### config.mk
export PLATFORM = sky130hd
export DESIGN_NAME = lx200_command_framer_top_flat
export DESIGN_NICKNAME = d
export VERILOG_FILES = /design/src/rtl/lcf_pkg.sv /design/src/rtl/lcf_req_if.sv /design/src/rtl/lcf_rsp_if.sv /design/src/rtl/lcf_csr.sv /design/src/rtl/lcf_core.sv /design/src/rtl/lcf_out_buf.sv /design/src/rtl/lx200_command_framer_top.sv /design/src/flat_wrapper.sv
export SDC_FILE = /design/constraint.sdc
export NUM_CORES = 1
export LEC_CHECK = 0
export CORE_ASPECT_RATIO = 1.4
export CORE_MARGIN = 4
export CORE_UTILIZATION = 55
export CTS_BUF_LIST = sky130_fd_sc_hd__clkbuf_16
export DETAILED_ROUTE_END_ITERATION = 8
export DONT_BUFFER_PORTS = 1
export PLACE_DENSITY = 0.83
export RECOVER_POWER = 50
export SLEW_MARGIN = 20
export SYNTH_ARGS = -nofsm -noshare
export SYNTH_HDL_FRONTEND = slang
export SYNTH_SLANG_ARGS = --single-unit
### constraint.sdc
create_clock -name clock -period 4.86 [get_ports clock]
set_clock_uncertainty 0.05 [all_clocks]
set_input_delay 0.972 -clock clock [delete_from_list [all_inputs] [get_ports clock]]
set_output_delay 0.972 -clock clock [all_outputs]
set_load 0.02 [all_outputs]
### src/rtl/lcf_pkg.sv
// Package for the LX200 command framer: codes, constants, types and the family lookup.
package lcf_pkg;

   localparam int MAX_COMMAND_LEN_DEFAULT = 64;

   localparam int CSR_ADDR_W = 3;
   localparam int CSR_DATA_W = 32;
   localparam logic [0:0] REG_PREFIX     = 1'b0;
   localparam logic [0:0] REG_TERMINATOR = 1'b1;

   localparam logic [7:0] PREFIX_RESET     = 8'd58;
   localparam logic [7:0] TERMINATOR_RESET = 8'd35;

   localparam logic [2:0] STATUS_INCOMPLETE = 3'd0;
   localparam logic [2:0] STATUS_OK         = 3'd1;
   localparam logic [2:0] STATUS_BAD_PREFIX = 3'd2;
   localparam logic [2:0] STATUS_TOO_SHORT  = 3'd3;
   localparam logic [2:0] STATUS_OVERFLOW   = 3'd4;

   localparam logic [2:0] ROLE_PREFIX  = 3'd0;
   localparam logic [2:0] ROLE_COMMAND = 3'd1;
   localparam logic [2:0] ROLE_PARAM   = 3'd2;
   localparam logic [2:0] ROLE_TERM    = 3'd3;
   localparam logic [2:0] ROLE_DISCARD = 3'd4;

   localparam logic [1:0] CMD_MAX = 2'd3;

   localparam logic [7:0] CHAR_B     = 8'h42;
   localparam logic [7:0] CHAR_F     = 8'h46;
   localparam logic [7:0] CHAR_T     = 8'h54;
   localparam logic [7:0] CHAR_R     = 8'h52;
   localparam logic [7:0] CHAR_PLUS  = 8'h2B;
   localparam logic [7:0] CHAR_MINUS = 8'h2D;
   localparam logic [7:0] CHAR_0     = 8'h30;
   localparam logic [7:0] CHAR_9     = 8'h39;
   localparam logic [7:0] CHAR_UA    = 8'h41;
   localparam logic [7:0] CHAR_UZ    = 8'h5A;
   localparam logic [7:0] CHAR_LA    = 8'h61;
   localparam logic [7:0] CHAR_LZ    = 8'h7A;

   typedef struct packed {
      logic [7:0] prefix_char;
      logic [7:0] terminator_char;
   } cfg_type;

   typedef struct packed {
      logic [2:0] status;
      logic [2:0] byte_role;
      logic [7:0] echo_byte;
      logic [7:0] cmd_first;
      logic [7:0] cmd_second;
      logic [7:0] cmd_third;
      logic [1:0] cmd_length;
      logic [4:0] family;
      logic       has_param;
      logic [5:0] param_length;
   } result_type;

   function automatic logic [4:0] family_of(input logic [7:0] c);
      logic [4:0] f;
      case (c)
         8'h41:   f = 5'd1;
         8'h42:   f = 5'd2;
         8'h43:   f = 5'd3;
         8'h44:   f = 5'd4;
         8'h46:   f = 5'd5;
         8'h47:   f = 5'd6;
         8'h67:   f = 5'd7;
         8'h48:   f = 5'd8;
         8'h49:   f = 5'd9;
         8'h4C:   f = 5'd10;
         8'h4D:   f = 5'd11;
         8'h50:   f = 5'd12;
         8'h51:   f = 5'd13;
         8'h52:   f = 5'd14;
         8'h53:   f = 5'd15;
         8'h54:   f = 5'd16;
         8'h55:   f = 5'd17;
         default: f = 5'd0;
      endcase
      return f;
   endfunction

endpackage

### src/rtl/lcf_req_if.sv
// Input byte channel of the command framer.
interface lcf_req_if;
   logic       valid;
   logic       ready;
   logic [7:0] data_byte;

   modport source (output valid, output data_byte, input ready);
   modport sink   (input valid, input data_byte, output ready);
endinterface

### src/rtl/lcf_rsp_if.sv
// Result channel of the command framer.
interface lcf_rsp_if;
   logic       valid;
   logic       ready;
   logic [2:0] status;
   logic [2:0] byte_role;
   logic [7:0] echo_byte;
   logic [7:0] cmd_first;
   logic [7:0] cmd_second;
   logic [7:0] cmd_third;
   logic [1:0] cmd_length;
   logic [4:0] family;
   logic       has_param;
   logic [5:0] param_length;

   modport source (output valid, output status, output byte_role, output echo_byte,
                   output cmd_first, output cmd_second, output cmd_third,
                   output cmd_length, output family, output has_param,
                   output param_length, input ready);
   modport sink   (input valid, input status, input byte_role, input echo_byte,
                   input cmd_first, input cmd_second, input cmd_third,
                   input cmd_length, input family, input has_param,
                   input param_length, output ready);
endinterface

### src/rtl/lcf_csr.sv
// APB-style register block holding the prefix and terminator bytes.
module lcf_csr (
   input  logic                                  clock,
   input  logic                                  reset,
   input  logic                                  csr_psel,
   input  logic                                  csr_penable,
   input  logic                                  csr_pwrite,
   input  logic [lcf_pkg::CSR_ADDR_W-1:0]        csr_paddr,
   input  logic [lcf_pkg::CSR_DATA_W-1:0]        csr_pwdata,
   output logic [lcf_pkg::CSR_DATA_W-1:0]        csr_prdata,
   output logic                                  csr_pready,
   output lcf_pkg::cfg_type                      cfg
);

   lcf_pkg::cfg_type cfg_ff;
   lcf_pkg::cfg_type cfg_in;
   logic [0:0]       index;
   logic             wr_en;

   assign index      = csr_paddr[2:2];
   assign wr_en      = csr_psel && csr_penable && csr_pwrite;
   assign csr_pready = 1'b1;

   always_comb begin
      cfg_in = cfg_ff;
      if (wr_en) begin
         case (index)
            lcf_pkg::REG_PREFIX:     cfg_in.prefix_char     = csr_pwdata[7:0];
            lcf_pkg::REG_TERMINATOR: cfg_in.terminator_char = csr_pwdata[7:0];
            default: ;
         endcase
      end
   end

   always_comb begin
      case (index)
         lcf_pkg::REG_PREFIX:     csr_prdata = {24'd0, cfg_ff.prefix_char};
         lcf_pkg::REG_TERMINATOR: csr_prdata = {24'd0, cfg_ff.terminator_char};
         default:                 csr_prdata = '0;
      endcase
   end

   always_ff @(posedge clock) begin
      if (reset) begin
         cfg_ff.prefix_char     <= lcf_pkg::PREFIX_RESET;
         cfg_ff.terminator_char <= lcf_pkg::TERMINATOR_RESET;
      end else begin
         cfg_ff <= cfg_in;
      end
   end

   assign cfg = cfg_ff;

endmodule

### src/rtl/lcf_core.sv
// Frame state and per-byte classification of the command framer.
module lcf_core #(
   parameter int MAX_COMMAND_LEN = lcf_pkg::MAX_COMMAND_LEN_DEFAULT
) (
   input  logic                 clock,
   input  logic                 reset,
   input  logic                 fire,
   input  logic [7:0]           data_byte,
   input  lcf_pkg::cfg_type     cfg,
   output lcf_pkg::result_type  result
);

   localparam int CNT_W = $clog2(MAX_COMMAND_LEN);
   localparam logic [CNT_W-1:0] CNT_LAST = CNT_W'(MAX_COMMAND_LEN - 1);
   localparam logic [CNT_W-1:0] CNT_ONE  = CNT_W'(1);

   logic [CNT_W-1:0] byte_count_ff, byte_count_in;
   logic             prefix_bad_ff, prefix_bad_in;
   logic [7:0]       cmd_chars_ff [3];
   logic [7:0]       cmd_chars_in [3];
   logic [1:0]       cmd_count_ff, cmd_count_in;
   logic             in_param_ff, in_param_in;
   logic [CNT_W-1:0] param_count_ff, param_count_in;

   logic overflow, is_term, is_first, is_letter, lead_sign, lead_digit, takes;

   assign overflow  = byte_count_ff >= CNT_LAST;
   assign is_term   = data_byte == cfg.terminator_char;
   assign is_first  = byte_count_ff == '0;
   assign is_letter = (data_byte >= lcf_pkg::CHAR_UA && data_byte <= lcf_pkg::CHAR_UZ) ||
                      (data_byte >= lcf_pkg::CHAR_LA && data_byte <= lcf_pkg::CHAR_LZ);
   assign lead_sign = (cmd_chars_ff[0] == lcf_pkg::CHAR_B || cmd_chars_ff[0] == lcf_pkg::CHAR_F ||
                       cmd_chars_ff[0] == lcf_pkg::CHAR_T) &&
                      (data_byte == lcf_pkg::CHAR_PLUS || data_byte == lcf_pkg::CHAR_MINUS);
   assign lead_digit = cmd_chars_ff[0] == lcf_pkg::CHAR_R &&
                       data_byte >= lcf_pkg::CHAR_0 && data_byte <= lcf_pkg::CHAR_9;
   assign takes = (cmd_count_ff != lcf_pkg::CMD_MAX) &&
                  (is_letter || (cmd_count_ff != 2'd0 && (lead_sign || lead_digit)));

   always_comb begin
      byte_count_in  = byte_count_ff;
      prefix_bad_in  = prefix_bad_ff;
      cmd_chars_in   = cmd_chars_ff;
      cmd_count_in   = cmd_count_ff;
      in_param_in    = in_param_ff;
      param_count_in = param_count_ff;

      result           = '0;
      result.echo_byte = data_byte;
      result.status    = lcf_pkg::STATUS_INCOMPLETE;

      if (overflow) begin
         result.status    = lcf_pkg::STATUS_OVERFLOW;
         result.byte_role = lcf_pkg::ROLE_DISCARD;
      end else if (is_term) begin
         result.byte_role = lcf_pkg::ROLE_TERM;
         if (is_first) begin
            result.status = lcf_pkg::STATUS_TOO_SHORT;
         end else if (prefix_bad_ff) begin
            result.status = lcf_pkg::STATUS_BAD_PREFIX;
         end else begin
            result.status       = lcf_pkg::STATUS_OK;
            result.cmd_first    = cmd_chars_ff[0];
            result.cmd_second   = cmd_chars_ff[1];
            result.cmd_third    = cmd_chars_ff[2];
            result.cmd_length   = cmd_count_ff;
            result.family       = (cmd_count_ff != 2'd0) ?
                                  lcf_pkg::family_of(cmd_chars_ff[0]) : 5'd0;
            result.has_param    = param_count_ff != '0;
            result.param_length = 6'(param_count_ff);
         end
      end else if (is_first) begin
         result.byte_role = (data_byte == cfg.prefix_char) ?
                            lcf_pkg::ROLE_PREFIX : lcf_pkg::ROLE_DISCARD;
      end else if (prefix_bad_ff) begin
         result.byte_role = lcf_pkg::ROLE_DISCARD;
      end else if (!in_param_ff && takes) begin
         result.byte_role = lcf_pkg::ROLE_COMMAND;
      end else begin
         result.byte_role = lcf_pkg::ROLE_PARAM;
      end

      if (fire) begin
         if (overflow || is_term) begin
            byte_count_in  = '0;
            prefix_bad_in  = 1'b0;
            cmd_chars_in   = '{default: 8'd0};
            cmd_count_in   = 2'd0;
            in_param_in    = 1'b0;
            param_count_in = '0;
         end else begin
            byte_count_in = byte_count_ff + CNT_ONE;
            if (is_first) begin
               prefix_bad_in = data_byte != cfg.prefix_char;
            end else if (prefix_bad_ff) begin
               prefix_bad_in = 1'b1;
            end else if (!in_param_ff && takes) begin
               for (int i = 0; i < 3; i++) begin
                  if (cmd_count_ff == 2'(i)) cmd_chars_in[i] = data_byte;
               end
               cmd_count_in = cmd_count_ff + 2'd1;
            end else begin
               in_param_in    = 1'b1;
               param_count_in = param_count_ff + CNT_ONE;
            end
         end
      end
   end

   always_ff @(posedge clock) begin
      if (reset) begin
         byte_count_ff  <= '0;
         prefix_bad_ff  <= 1'b0;
         cmd_chars_ff   <= '{default: 8'd0};
         cmd_count_ff   <= 2'd0;
         in_param_ff    <= 1'b0;
         param_count_ff <= '0;
      end else begin
         byte_count_ff  <= byte_count_in;
         prefix_bad_ff  <= prefix_bad_in;
         cmd_chars_ff   <= cmd_chars_in;
         cmd_count_ff   <= cmd_count_in;
         in_param_ff    <= in_param_in;
         param_count_ff <= param_count_in;
      end
   end

   a_term_clears: assert property (@(posedge clock) disable iff (reset)
      fire && !overflow && is_term |=> byte_count_ff == '0 && cmd_count_ff == 2'd0)
      else $error("frame not cleared after terminator");

   a_count_bound: assert property (@(posedge clock) disable iff (reset)
      byte_count_ff <= CNT_LAST)
      else $error("byte count past limit");

   a_lead_char: assert property (@(posedge clock) disable iff (reset)
      cmd_count_ff != 2'd0 |-> cmd_chars_ff[0] != 8'd0)
      else $error("command count without first char");

   a_param_flag: assert property (@(posedge clock) disable iff (reset)
      in_param_ff == (param_count_ff != '0))
      else $error("parameter flag and count disagree");

endmodule

### src/rtl/lcf_out_buf.sv
// Result register with skid stage between the core and the result channel.
module lcf_out_buf (
   input  logic                clock,
   input  logic                reset,
   input  logic                push,
   input  lcf_pkg::result_type push_data,
   output logic                push_ready,
   lcf_rsp_if.source           rsp_chan
);

   lcf_pkg::result_type main_ff, main_in, skid_ff, skid_in;
   logic                main_valid_ff, main_valid_in, skid_valid_ff, skid_valid_in;
   logic                pop;

   assign push_ready = !skid_valid_ff;
   assign pop        = main_valid_ff && rsp_chan.ready;

   always_comb begin
      main_in       = main_ff;
      skid_in       = skid_ff;
      main_valid_in = main_valid_ff;
      skid_valid_in = skid_valid_ff;
      if (push) begin
         if (!main_valid_ff || pop) begin
            main_in       = push_data;
            main_valid_in = 1'b1;
         end else begin
            skid_in       = push_data;
            skid_valid_in = 1'b1;
         end
      end else if (pop) begin
         if (skid_valid_ff) begin
            main_in       = skid_ff;
            skid_valid_in = 1'b0;
         end else begin
            main_valid_in = 1'b0;
         end
      end
   end

   always_ff @(posedge clock) begin
      main_ff <= main_in;
      skid_ff <= skid_in;
      if (reset) begin
         main_valid_ff <= 1'b0;
         skid_valid_ff <= 1'b0;
      end else begin
         main_valid_ff <= main_valid_in;
         skid_valid_ff <= skid_valid_in;
      end
   end

   assign rsp_chan.valid        = main_valid_ff;
   assign rsp_chan.status       = main_ff.status;
   assign rsp_chan.byte_role    = main_ff.byte_role;
   assign rsp_chan.echo_byte    = main_ff.echo_byte;
   assign rsp_chan.cmd_first    = main_ff.cmd_first;
   assign rsp_chan.cmd_second   = main_ff.cmd_second;
   assign rsp_chan.cmd_third    = main_ff.cmd_third;
   assign rsp_chan.cmd_length   = main_ff.cmd_length;
   assign rsp_chan.family       = main_ff.family;
   assign rsp_chan.has_param    = main_ff.has_param;
   assign rsp_chan.param_length = main_ff.param_length;

endmodule

### src/rtl/lx200_command_framer_top.sv
// Top level of the LX200 command framer.
//
//   channel   dir   handshake              payload
//   req_chan  in    valid/ready            data_byte
//   rsp_chan  out   valid/ready            status .. param_length
//   csr_*     in    psel/penable/pwrite    prefix_char @0x0, terminator_char @0x4
//
// One byte per cycle while req_chan.ready is high: each transfer is classified in
// the cycle it is taken and its result is registered for rsp_chan.
// Synchronous reset clears the frame state and restores ':' and '#'.
// A stalled rsp_chan fills the result register, then the skid stage; req_chan.ready
// drops only while the skid stage holds a result.
module lx200_command_framer_top #(
   parameter int MAX_COMMAND_LEN = lcf_pkg::MAX_COMMAND_LEN_DEFAULT
) (
   input  logic                           clock,
   input  logic                           reset,
   input  logic                           csr_psel,
   input  logic                           csr_penable,
   input  logic                           csr_pwrite,
   input  logic [lcf_pkg::CSR_ADDR_W-1:0] csr_paddr,
   input  logic [lcf_pkg::CSR_DATA_W-1:0] csr_pwdata,
   output logic [lcf_pkg::CSR_DATA_W-1:0] csr_prdata,
   output logic                           csr_pready,
   lcf_req_if.sink                        req_chan,
   lcf_rsp_if.source                      rsp_chan
);

   lcf_pkg::cfg_type    cfg;
   lcf_pkg::result_type result;
   logic                push_ready;
   logic                fire;

   assign req_chan.ready = push_ready;
   assign fire           = req_chan.valid && push_ready;

   lcf_csr u_csr (
      .clock       (clock),
      .reset       (reset),
      .csr_psel    (csr_psel),
      .csr_penable (csr_penable),
      .csr_pwrite  (csr_pwrite),
      .csr_paddr   (csr_paddr),
      .csr_pwdata  (csr_pwdata),
      .csr_prdata  (csr_prdata),
      .csr_pready  (csr_pready),
      .cfg         (cfg)
   );

   lcf_core #(
      .MAX_COMMAND_LEN (MAX_COMMAND_LEN)
   ) u_core (
      .clock     (clock),
      .reset     (reset),
      .fire      (fire),
      .data_byte (req_chan.data_byte),
      .cfg       (cfg),
      .result    (result)
   );

   lcf_out_buf u_out_buf (
      .clock      (clock),
      .reset      (reset),
      .push       (fire),
      .push_data  (result),
      .push_ready (push_ready),
      .rsp_chan   (rsp_chan)
   );

endmodule

### src/flat_wrapper.sv
// flat-port wrapper written by rule: the top's interface ports become plain ports
module lx200_command_framer_top_flat 
#(
   parameter int MAX_COMMAND_LEN = lcf_pkg::MAX_COMMAND_LEN_DEFAULT
)
  (clock, reset, csr_psel, csr_penable, csr_pwrite, csr_paddr, csr_pwdata, csr_prdata, csr_pready, req_chan_valid, req_chan_data_byte, req_chan_ready, rsp_chan_valid, rsp_chan_status, rsp_chan_byte_role, rsp_chan_echo_byte, rsp_chan_cmd_first, rsp_chan_cmd_second, rsp_chan_cmd_third, rsp_chan_cmd_length, rsp_chan_family, rsp_chan_has_param, rsp_chan_param_length, rsp_chan_ready);
  lcf_req_if req_chan_i ();
  lcf_rsp_if rsp_chan_i ();
  input  logic clock;
  input  logic reset;
  input  logic csr_psel;
  input  logic csr_penable;
  input  logic csr_pwrite;
  input  logic [lcf_pkg::CSR_ADDR_W-1:0] csr_paddr;
  input  logic [lcf_pkg::CSR_DATA_W-1:0] csr_pwdata;
  output logic [lcf_pkg::CSR_DATA_W-1:0] csr_prdata;
  output logic csr_pready;
  input wire logic [$bits(req_chan_i.valid)-1:0] req_chan_valid;
  input wire logic [$bits(req_chan_i.data_byte)-1:0] req_chan_data_byte;
  output wire logic [$bits(req_chan_i.ready)-1:0] req_chan_ready;
  output wire logic [$bits(rsp_chan_i.valid)-1:0] rsp_chan_valid;
  output wire logic [$bits(rsp_chan_i.status)-1:0] rsp_chan_status;
  output wire logic [$bits(rsp_chan_i.byte_role)-1:0] rsp_chan_byte_role;
  output wire logic [$bits(rsp_chan_i.echo_byte)-1:0] rsp_chan_echo_byte;
  output wire logic [$bits(rsp_chan_i.cmd_first)-1:0] rsp_chan_cmd_first;
  output wire logic [$bits(rsp_chan_i.cmd_second)-1:0] rsp_chan_cmd_second;
  output wire logic [$bits(rsp_chan_i.cmd_third)-1:0] rsp_chan_cmd_third;
  output wire logic [$bits(rsp_chan_i.cmd_length)-1:0] rsp_chan_cmd_length;
  output wire logic [$bits(rsp_chan_i.family)-1:0] rsp_chan_family;
  output wire logic [$bits(rsp_chan_i.has_param)-1:0] rsp_chan_has_param;
  output wire logic [$bits(rsp_chan_i.param_length)-1:0] rsp_chan_param_length;
  input wire logic [$bits(rsp_chan_i.ready)-1:0] rsp_chan_ready;
  assign req_chan_i.valid = req_chan_valid;
  assign req_chan_i.data_byte = req_chan_data_byte;
  assign req_chan_ready = req_chan_i.ready;
  assign rsp_chan_valid = rsp_chan_i.valid;
  assign rsp_chan_status = rsp_chan_i.status;
  assign rsp_chan_byte_role = rsp_chan_i.byte_role;
  assign rsp_chan_echo_byte = rsp_chan_i.echo_byte;
  assign rsp_chan_cmd_first = rsp_chan_i.cmd_first;
  assign rsp_chan_cmd_second = rsp_chan_i.cmd_second;
  assign rsp_chan_cmd_third = rsp_chan_i.cmd_third;
  assign rsp_chan_cmd_length = rsp_chan_i.cmd_length;
  assign rsp_chan_family = rsp_chan_i.family;
  assign rsp_chan_has_param = rsp_chan_i.has_param;
  assign rsp_chan_param_length = rsp_chan_i.param_length;
  assign rsp_chan_i.ready = rsp_chan_ready;
  lx200_command_framer_top #(.MAX_COMMAND_LEN(MAX_COMMAND_LEN)) u_core (.clock(clock), .reset(reset), .csr_psel(csr_psel), .csr_penable(csr_penable), .csr_pwrite(csr_pwrite), .csr_paddr(csr_paddr), .csr_pwdata(csr_pwdata), .csr_prdata(csr_prdata), .csr_pready(csr_pready), .req_chan(req_chan_i), .rsp_chan(rsp_chan_i));
endmodule
==> out/results.ini, run 1 <==
[clock_tree]
numCtsBuffers=17
cts_max_path_buffers=2
cts.sinks=162
clkLatencyLatePin_ps=420
cts_root_buf=clkbuf_16
cts.clk_slew.worst_paths_ps=70
htree_levels=4
ctsResizeCount=0
cts_tree=built
ctsHoldBuffers=0
post_cts_buffers=0

[timing]
finalCritPeriodShare=0.7238
tightestPinTransition_ps=1739
whs_ps=420.4
hold_viol=0
max_freq_mhz=284.3
min_period_ps=3518
grt_setup_unrepaired=no
max_slew_margin=-0.1596
finalMaxSlewViolations=41
setup_slack_ps=1342
setup-tns-final_ps=0
setup_viol=0

[synthesis]
synth_seq_area_share=0.5861
synth.cell_area_sq_mm=0.007310
async_flop_share=0
synthFlopType=edfxtp_1
ys_ff_latch=162
yosysWarnings=0
synth.top_cell.area_share=0.4273
synth_cell_types=60
synth_edf_count=104
synth_largest_area_cell=edfxtp_1
netlist_instances=628
avgSynthCellArea_sq_um=11.64
synth.area.top_cells=edfxtp_1, dfxtp_1, mux2_2

[worst_setup_path]
r2r_start=u_core.u_core.byte_count_ff[0]
reg2reg_to=u_core.u_out_buf.rsp_chan.family[2]
cp-end-kind=flop
worst_setup_path_start_kind=flop
crit_path_cell_trace=ha_1 > and3_1 > and3_1 > nor4_1 > clkbuf_1 > nand3_1 > nor4_4 > mux2_1
cp.arrival_ps=3760
worst_path_most_repeated_cell=and3_1
slowest_stage=clkbuf_1
rrSetupSlack_ps=1340
slowest_delay_ps=860
r2r_cells=8
crit_required_ps=5100
crit_type=flop to flop
cp_max_fo=27

[flow_run]
max_cap_viol_count=1

[drt]
vias_per_cell=5.694
firstDrtPassIters=7
drc=0
avgRoutedWirePerCell_microns=18.28
ant_nets=0
vias=4584
drt-initial-drc-count=210
wirelength_mm=14.72

[power_and_ir_drop]
power.leakage_nw=2.873
power_density_mw_per_mm2=397.9
fin_total_pwr_mw=3.124
vdd_drop_max_mv=0.2364

[placed_design]
place_area_sq_mm=0.007316
place_congestion=0.8272
dp_hpwl_mm=9.888
place_ws_ps=1549
port-buffer-count=0

[grt]
antenna_found_initial=0
grt_pass1_vias=4507
gr-usage-all-layers=0.1940
grt_pass1_wl_mm=22.94
grt_overflow=0
grt_max_degree=53

[die]
core_area_sq_mm=0.01294
die_h_microns=144.4
io_pins=137
num_rows=49
initial_core_util=0.5650
dieWidth_microns=105.4
die_area_sq_mm=0.01522

[finish]
drive_gt1_frac=0.1324
design_area_sq_mm=0.007851
n_antenna_cell=0
syn2layout_area_growth_pct=7.412
fin_nets=672

[status]
violations=max-capacitance violations, max-slew violations
run_status=finished with violations

[worst_hold_path]
hold_path_end=u_core.u_core.cmd_chars_ff[10]
hp-class=flop to flop
holdPathStages=2
hp-start=u_core.u_core.cmd_chars_ff[10]

through the flow:
stage | cells | utilization
3_5_place_dp | 773 | 0.5655
3_3_place_gp | 773 | 0.5655
5_1_grt | 805 | 0.6069
6_report | 805 | 0.6069
4_1_cts | 805 | 0.6116
2_1_floorplan | 651 | -
cells in the mapped netlist (17+ instances only):
library cell and count:
nand2_1 80, o21ai_0 22, edfxtp_1 104, nand3_1 19, a21oi_1 19, clkbuf_1 18
nor2_1 41, and3_1 27, xnor2_1 17, mux2_2 37, buf_4 26, dfxtp_1 58
inv_1 17
critical path: cells and delay by family, from the launching register on:
family                     cells  cell delay (ps)
buffers and inverters          1              860
and+or+nand+nor                5             1720
muxes                          1              190
adders and majority gates      1              220
DFF                            1              340
cells in the final DEF, fill, tap and decap left out, types with 4 or more instances in the layout:
master / count
clkinvlp_4: 4
nand3_1: 20
mux2i_1: 5
edfxtp_1: 104
o21ai_0: 22
nor2_1: 41
ha_1: 8
and3_1: 28
nor2b_1: 6
mux2_1: 9
a21oi_1: 18
inv_1: 17
dfxtp_1: 58
buf_4: 4
conb_1: 25
nor4_1: 4
nor3_1: 7
mux2_2: 29
a211o_1: 4
a32o_1: 12
clkbuf_16: 17
nand2b_1: 4
o31ai_1: 12
xnor2_1: 17
nand4_1: 7
inv_6: 4
nand2_1: 80
report_power, final:
part / total, mW / internal [mW] / switching (mW) / leakage [nW]
Sequential: 1.61 / 1.53 / 0.0772 / 1.45
Combinational: 0.195 / 0.0633 / 0.132 / 1.15
Clock: 1.32 / 0.730 / 0.590 / 0.278
Total: 3.12 / 2.33 / 0.798 / 2.87
layer usage:
| metal | GRT usage | share of wire | up-vias |
|---|---|---|---|
| met5 | 0 | 0 | - |
| met4 | 0.07878 | 0.018 | 0 |
| met3 | 0.06163 | 0.064 | 26 |
| met2 | 0.3518 | 0.52 | 171 |
| met1 | 0.2096 | 0.40 | 2202 |
| li1 | - | - | 2185 |
sequential cells by signal, summed over array words and instances (netlist names), 3 cells and up:
name / cells
u_core.u_out_buf.rsp_chan.cmd_second: 8
u_core.u_out_buf.rsp_chan.cmd_third: 8
u_core.u_core.param_count_ff: 6
u_core.u_core.cmd_chars_ff: 24
u_core.u_csr.cfg: 16
u_core.u_out_buf.rsp_chan.echo_byte: 8
u_core.u_out_buf.rsp_chan.status: 3
u_core.u_out_buf.rsp_chan.param_length: 6
u_core.u_core.byte_count_ff: 6
u_core.u_out_buf.rsp_chan.byte_role: 3
u_core.u_out_buf.rsp_chan.family: 5
u_core.u_out_buf.rsp_chan.cmd_first: 8
u_core.u_out_buf.skid_ff: 52
final cells by class:
cell class	instances	area, sq um
flip-flops and latches	162	4284
multi-input cells	410	2648
repair buffers	6	37.54
fillers	979	5085
inverters	17	63.81
clock buffers	17	425.4
well taps	178	222.7
clock inverters	15	170.2
cell families after synthesis:
group / Yosys count / synth area share
adders and majority gates: 8 / 0.01369
muxes: 43 / 0.06539
buffers and inverters: 79 / 0.05905
and+or+nand+nor: 224 / 0.1628
AOI/OAI and AO/OA: 90 / 0.08798
DFF: 162 / 0.5861
other: 2 / 0.001027
xor gates and xnor gates: 20 / 0.02396
worst max path at each step:
stage	startpoint	to	slack, ps	depth (start not counted)
after global routing	u_core.u_core.byte_count_ff[0]	u_core.u_out_buf.rsp_chan.family[4]	1080	7
after CTS	req_chan_valid	u_core.u_out_buf.rsp_chan.family[3]	2000	4
after detailed placement	req_chan_valid	u_core.u_out_buf.rsp_chan.family[3]	1550	4
after floorplan	req_chan_valid	u_core.u_out_buf.rsp_chan.byte_role[0]	190	5
final	u_core.u_core.byte_count_ff[0]	u_core.u_out_buf.rsp_chan.family[2]	1340	8
after global placement	req_chan_valid	u_core.u_out_buf.rsp_chan.family[4]	1650	4
No activity file was read; power rests on OpenSTA's default activity.
==> run 2, diff against run 1 <==
- clock period: 4.86 -> 2.9 ns (I/O delays scaled with it)
==> out/results.ini, run 2 (same netlist as run 1, synthesis figures left out) <==
[clock_tree]
post_cts_buffers=0  ; unchanged
cts_max_path_buffers=2  ; unchanged
cts.clk_slew.worst_paths_ps=60  ; about the same
cts_root_buf=clkbuf_16
numCtsBuffers=17  ; unchanged
cts.sinks=162  ; unchanged
cts_tree=built
htree_levels=4  ; unchanged
clkLatencyLatePin_ps=420  ; about the same
ctsResizeCount=0  ; unchanged
ctsHoldBuffers=0  ; unchanged

[finish]
seqCellArea_sq_mm=0.004284  ; unchanged
final_common_cell=edfxtp_1
largest_reg_flops=52  ; unchanged
n_antenna_cell=0  ; unchanged
fin_nets=679  ; +1.0%
layout_common_cells=edfxtp_1, nand2_1, dfxtp_1, nor2_1, mux2_2
multi_input_area_sq_mm=0.002694  ; +1.7%
fill_cells=987  ; +0.82%
layoutNonFillerInstCount=812  ; +0.87%
drive_gt1_frac=0.1435  ; +0.01116
design_area_sq_mm=0.007954  ; +1.3%
regMostFlops=u_core.u_out_buf.skid_ff
syn2layout_area_growth_pct=8.816
utilization=0.6149  ; +0.007931

[placed_design]
place_area_sq_mm=0.007381  ; +0.89%
place_ws_ps=377.0  ; -1172 ps
dp_hpwl_mm=10.12  ; +2.3%
place_inst=780  ; +0.91%
port-buffer-count=0  ; unchanged
place_congestion=0.8362  ; +1.1%

[timing]
grt_setup_unrepaired=no
finalMaxSlewViolations=40  ; -2.4%
min_period_ps=2636  ; -882.3 ps
setup-tns-final_ps=0  ; unchanged
setup_slack_ps=264.4  ; -1078 ps
finalCritPeriodShare=0.9088  ; +0.1850
setup_viol=0  ; unchanged
hold_viol=0  ; unchanged
max_slew_margin=-0.1240  ; +0.03557
max_freq_mhz=379.4  ; +33%
tightestPinTransition_ps=1686  ; -53.36 ps
whs_ps=168.3  ; -252.0 ps

[grt]
antenna_found_initial=0  ; unchanged
grt_overflow=0  ; unchanged
grt_max_degree=40  ; -25%
gr-usage-all-layers=0.1992  ; +0.005181
grt_pass1_vias=4754  ; +5.5%
grt_pass1_wl_mm=23.57  ; +2.8%

[status]
violations=max-capacitance violations, max-slew violations
run_status=finished with violations

[drt]
ant_nets=0  ; unchanged
avgRoutedWirePerCell_microns=18.47  ; +1.0%
drc=0  ; unchanged
drt-initial-drc-count=286  ; +36%
firstDrtPassIters=7  ; unchanged
vias_per_cell=5.813  ; +2.1%
wirelength_mm=15.00  ; +1.9%
vias=4720  ; +3.0%

[worst_setup_path]
slowest_stage=nor4_4
slowest_delay_ps=540  ; -320 ps
cp_max_fo=19  ; -30%
critical_path.startpoint=u_core.u_core.byte_count_ff[0]
cp-end-kind=flop
crit_path_cell_trace=ha_1 > and3_4 > and3_1 > nor4_4 > nand2_2 > o31ai_1
r2r_start=u_core.u_core.byte_count_ff[0]
cp.arrival_ps=2770  ; -990 ps
crit_type=flop to flop
worst_setup_path_start_kind=flop
crit_required_ps=3040  ; -2060 ps

[die]
initial_core_util=0.5650  ; unchanged
die_h_microns=144.4  ; unchanged
num_rows=49  ; unchanged
io_pins=137  ; unchanged
die_area_sq_mm=0.01522  ; unchanged
core_area_sq_mm=0.01294  ; unchanged
dieWidth_microns=105.4  ; unchanged

[power_and_ir_drop]
vdd_drop_max_mv=0.3989  ; +69%
fin_total_pwr_mw=5.262  ; +68%
power_density_mw_per_mm2=661.6  ; +66%
power.leakage_nw=2.927  ; +1.9%

[worst_hold_path]
hp-start=reset
hp-class=primary input to flop

[flow_run]
max_cap_viol_count=1  ; unchanged

[run 2: cell count changes in the layout (fill, tap and decap cells not counted), sizes merged]
cell	delta
clkbuf	+3
inv	-4
clkinvlp	-2
clkinv	+4
bufinv	+2
buf	+4
[run 2: worst max-delay path: cells and delay by family (launching register included)]
family | cells | cell delay [ps]
and+or+nand+nor | 4 | 1360
AOI/OAI and AO/OA | 1 | 420
DFF | 1 | 340
adders and majority gates | 1 | 220
[run 2: power by group]
group | switching [mW] | internal (mW)
clock | 0.880 | 1.35
sequential | 0.130 | 2.57
combinational | 0.225 | 0.112
total | 1.23 | 4.03
[run 2: cell type report]
class | count | share of cell area
flip-flops and latches | 162 | 0.5386
multi-input cells | 410 | 0.3387
clock buffers | 17 | 0.05348
well taps | 178 | 0.02800
clock inverters | 15 | 0.02108
repair buffers | 13 | 0.01211
inverters | 17 | 0.008023
[run 2: final timing paths]
kind,endpoint,cells after the start,slack [ps]
max,u_core.u_out_buf.rsp_chan.cmd_length[0],6,260
min,u_core.u_csr.cfg[4],1,170
max reg2reg,u_core.u_out_buf.rsp_chan.cmd_length[0],6,260
min reg2reg,u_core.u_core.cmd_chars_ff[13],2,430
[run 2: metal layers]
layer,track usage,wire (microns)
met5,0,0
met4,0.09122,333
met3,0.05851,1048
met2,0.3632,7996
met1,0.2123,5618
==> run 3, diff against run 2 <==
- CORE_UTILIZATION: 55 -> 57
- PLACE_DENSITY: 0.83 -> 0.85
==> out/results.ini, run 3 (same netlist as run 1, synthesis figures left out) <==
[status]
run_status=completed

[die]
io_pins=137  ; unchanged
num_rows=48  ; -2.0%
die_area_sq_mm=0.01473  ; -3.3%
dieWidth_microns=103.7  ; -1.6%
core_area_sq_mm=0.01243  ; -3.9%
die_h_microns=142.0  ; -1.7%
initial_core_util=0.5880  ; +0.02292

[finish]
design_area_sq_mm=0.007928  ; -0.33%
largest_reg_flops=52  ; unchanged
layout_common_cells=edfxtp_1, nand2_1, dfxtp_1, nor2_1, mux2_2
regMostFlops=u_core.u_out_buf.skid_ff
syn2layout_area_growth_pct=8.456
layoutNonFillerInstCount=780  ; -3.9%
final_common_cell=edfxtp_1
drive_gt1_frac=0.1429  ; -0.0006760
utilization=0.6377  ; +0.02283
n_antenna_cell=0  ; unchanged
fin_nets=675  ; -0.59%

[grt]
antenna_found_initial=0  ; unchanged
grt_pass1_wl_mm=23.14  ; -1.8%
grt_overflow=0  ; unchanged
grt_pass1_vias=4546  ; -4.4%
grt_max_degree=53  ; +33%
gr-usage-all-layers=0.1987  ; -0.0004727

[power_and_ir_drop]
power.leakage_nw=2.929  ; about the same
vdd_drop_max_mv=0.4525  ; +13%
power_density_mw_per_mm2=684.0  ; +3.4%

[worst_setup_path]
critical_path.startpoint=u_core.u_core.cmd_count_ff[0]
cp.arrival_ps=2830  ; +60 ps
crit_path_cell_trace=inv_1 > ha_1 > nor4b_1 > nand4_1 > o22ai_4 > o21ai_2 > or2_1 > a32o_1
slowest_delay_ps=390  ; -150 ps
crit_family=simple AND/OR/NAND/NOR gates
path_buf_inv=1  ; +1
worst_setup_path_start_kind=flop
crit_required_ps=3150  ; +110 ps
cp-end-kind=flop
crit_type=flop to flop
r2r_start=u_core.u_core.cmd_count_ff[0]
slowest_stage=dfxtp_1
cp_max_fo=8  ; -11

[drt]
ant_nets=0  ; unchanged
avgRoutedWirePerCell_microns=18.39  ; -0.44%
vias=4654  ; -1.4%
firstDrtPassIters=5  ; -2
drt-initial-drc-count=349  ; +22%
drc=0  ; unchanged
vias_per_cell=5.967  ; +2.6%
wirelength_mm=14.34  ; -4.4%

[clock_tree]
cts_root_buf=clkbuf_16
cts_max_path_buffers=2  ; unchanged
clkLatencyLatePin_ps=420  ; about the same
cts.clk_slew.worst_paths_ps=60  ; about the same
ctsResizeCount=0  ; unchanged
cts.sinks=162  ; unchanged
numCtsBuffers=17  ; unchanged
post_cts_buffers=0  ; unchanged
ctsHoldBuffers=0  ; unchanged
cts_tree=built
htree_levels=4  ; unchanged

[timing]
max_slew_margin=0.1136  ; +0.2376
setup-tns-final_ps=0  ; unchanged
hold_viol=0  ; unchanged
finalCritPeriodShare=0.8873  ; -0.02148
max_freq_mhz=388.6  ; +2.4%
setup_viol=0  ; unchanged
min_period_ps=2573  ; -62.30 ps
tightestPinTransition_ps=1330  ; -356.4 ps
finalMaxSlewViolations=0  ; -100%
grt_setup_unrepaired=no

[placed_design]
dp_hpwl_mm=9.743  ; -3.7%
place_congestion=0.8508  ; +1.7%
place_inst=748  ; -4.1%
port-buffer-count=0  ; unchanged
place_area_sq_mm=0.007303  ; -1.1%

[worst_hold_path]
hp-start=reset
hp-class=primary input to flop

[flow_run]
max_cap_viol_count=0  ; -1

-- run 3: cell count changes in the layout (fill, tap and decap cells not counted), sizes merged --
cell / delta
clkbuf: -1
inv: -1
buf: -3
bufinv: +2
clkinvlp: -1
-- run 3: worst paths after layout --
| check | to | cells past startpoint | slack (ps) |
|---|---|---|---|
| setup / recovery | u_core.u_core.cmd_chars_ff[18] | 8 | 330 |
| hold / removal | u_core.u_csr.cfg[4] | 1 | 170 |
| setup reg to reg | u_core.u_core.cmd_chars_ff[18] | 8 | 330 |
| hold reg to reg | u_core.u_core.cmd_chars_ff[1] | 2 | 420 |
-- run 3: routing by layer --
layer,track usage,routed length [microns],vias to the layer above
met2,0.3579,7603,185
met3,0.05674,909,24
met4,0.07633,239,0
met1,0.2252,5590,2253
li1,-,-,2192
met5,0,0,-
-- run 3: final cells by class --
| cell class | count | area, sq um |
|---|---|---|
| inverter | 17 | 63.81 |
| clock buffer | 17 | 425.4 |
| clock inverter | 15 | 215.2 |
| sequential | 162 | 4284 |
| fill | 894 | 4504 |
| tap | 150 | 187.7 |
| multi-input combinational | 410 | 2695 |
| timing repair buffer | 9 | 56.30 |
-- run 3: report_power, final --
| group | total (mW) | switching (mW) | internal, mW | leakage (nW) |
|---|---|---|---|---|
| clock network | 2.40 | 0.874 | 1.52 | 0.316 |
| registers | 2.70 | 0.129 | 2.57 | 1.45 |
| logic | 0.328 | 0.221 | 0.107 | 1.17 |
-- run 3: per-stage QoR --
stage               hold WS (ps)  setup slack [ps]  power [mW]
global placement           401.6             462.3       3.065
finish                     171.0             326.7       5.423
global route               159.5             78.31       5.607
floorplan                  377.6             308.7       3.043
CTS                        162.0             340.6       5.459
detailed placement         404.8             352.3       3.082
-- run 3: worst register-to-register path, cell delays in order, from the launching register on --
cell,delay [ps]
dfxtp_1,390
inv_1,120
ha_1,260
nor4b_1,380
nand4_1,190
o22ai_4,270
o21ai_2,130
or2_1,350
a32o_1,310
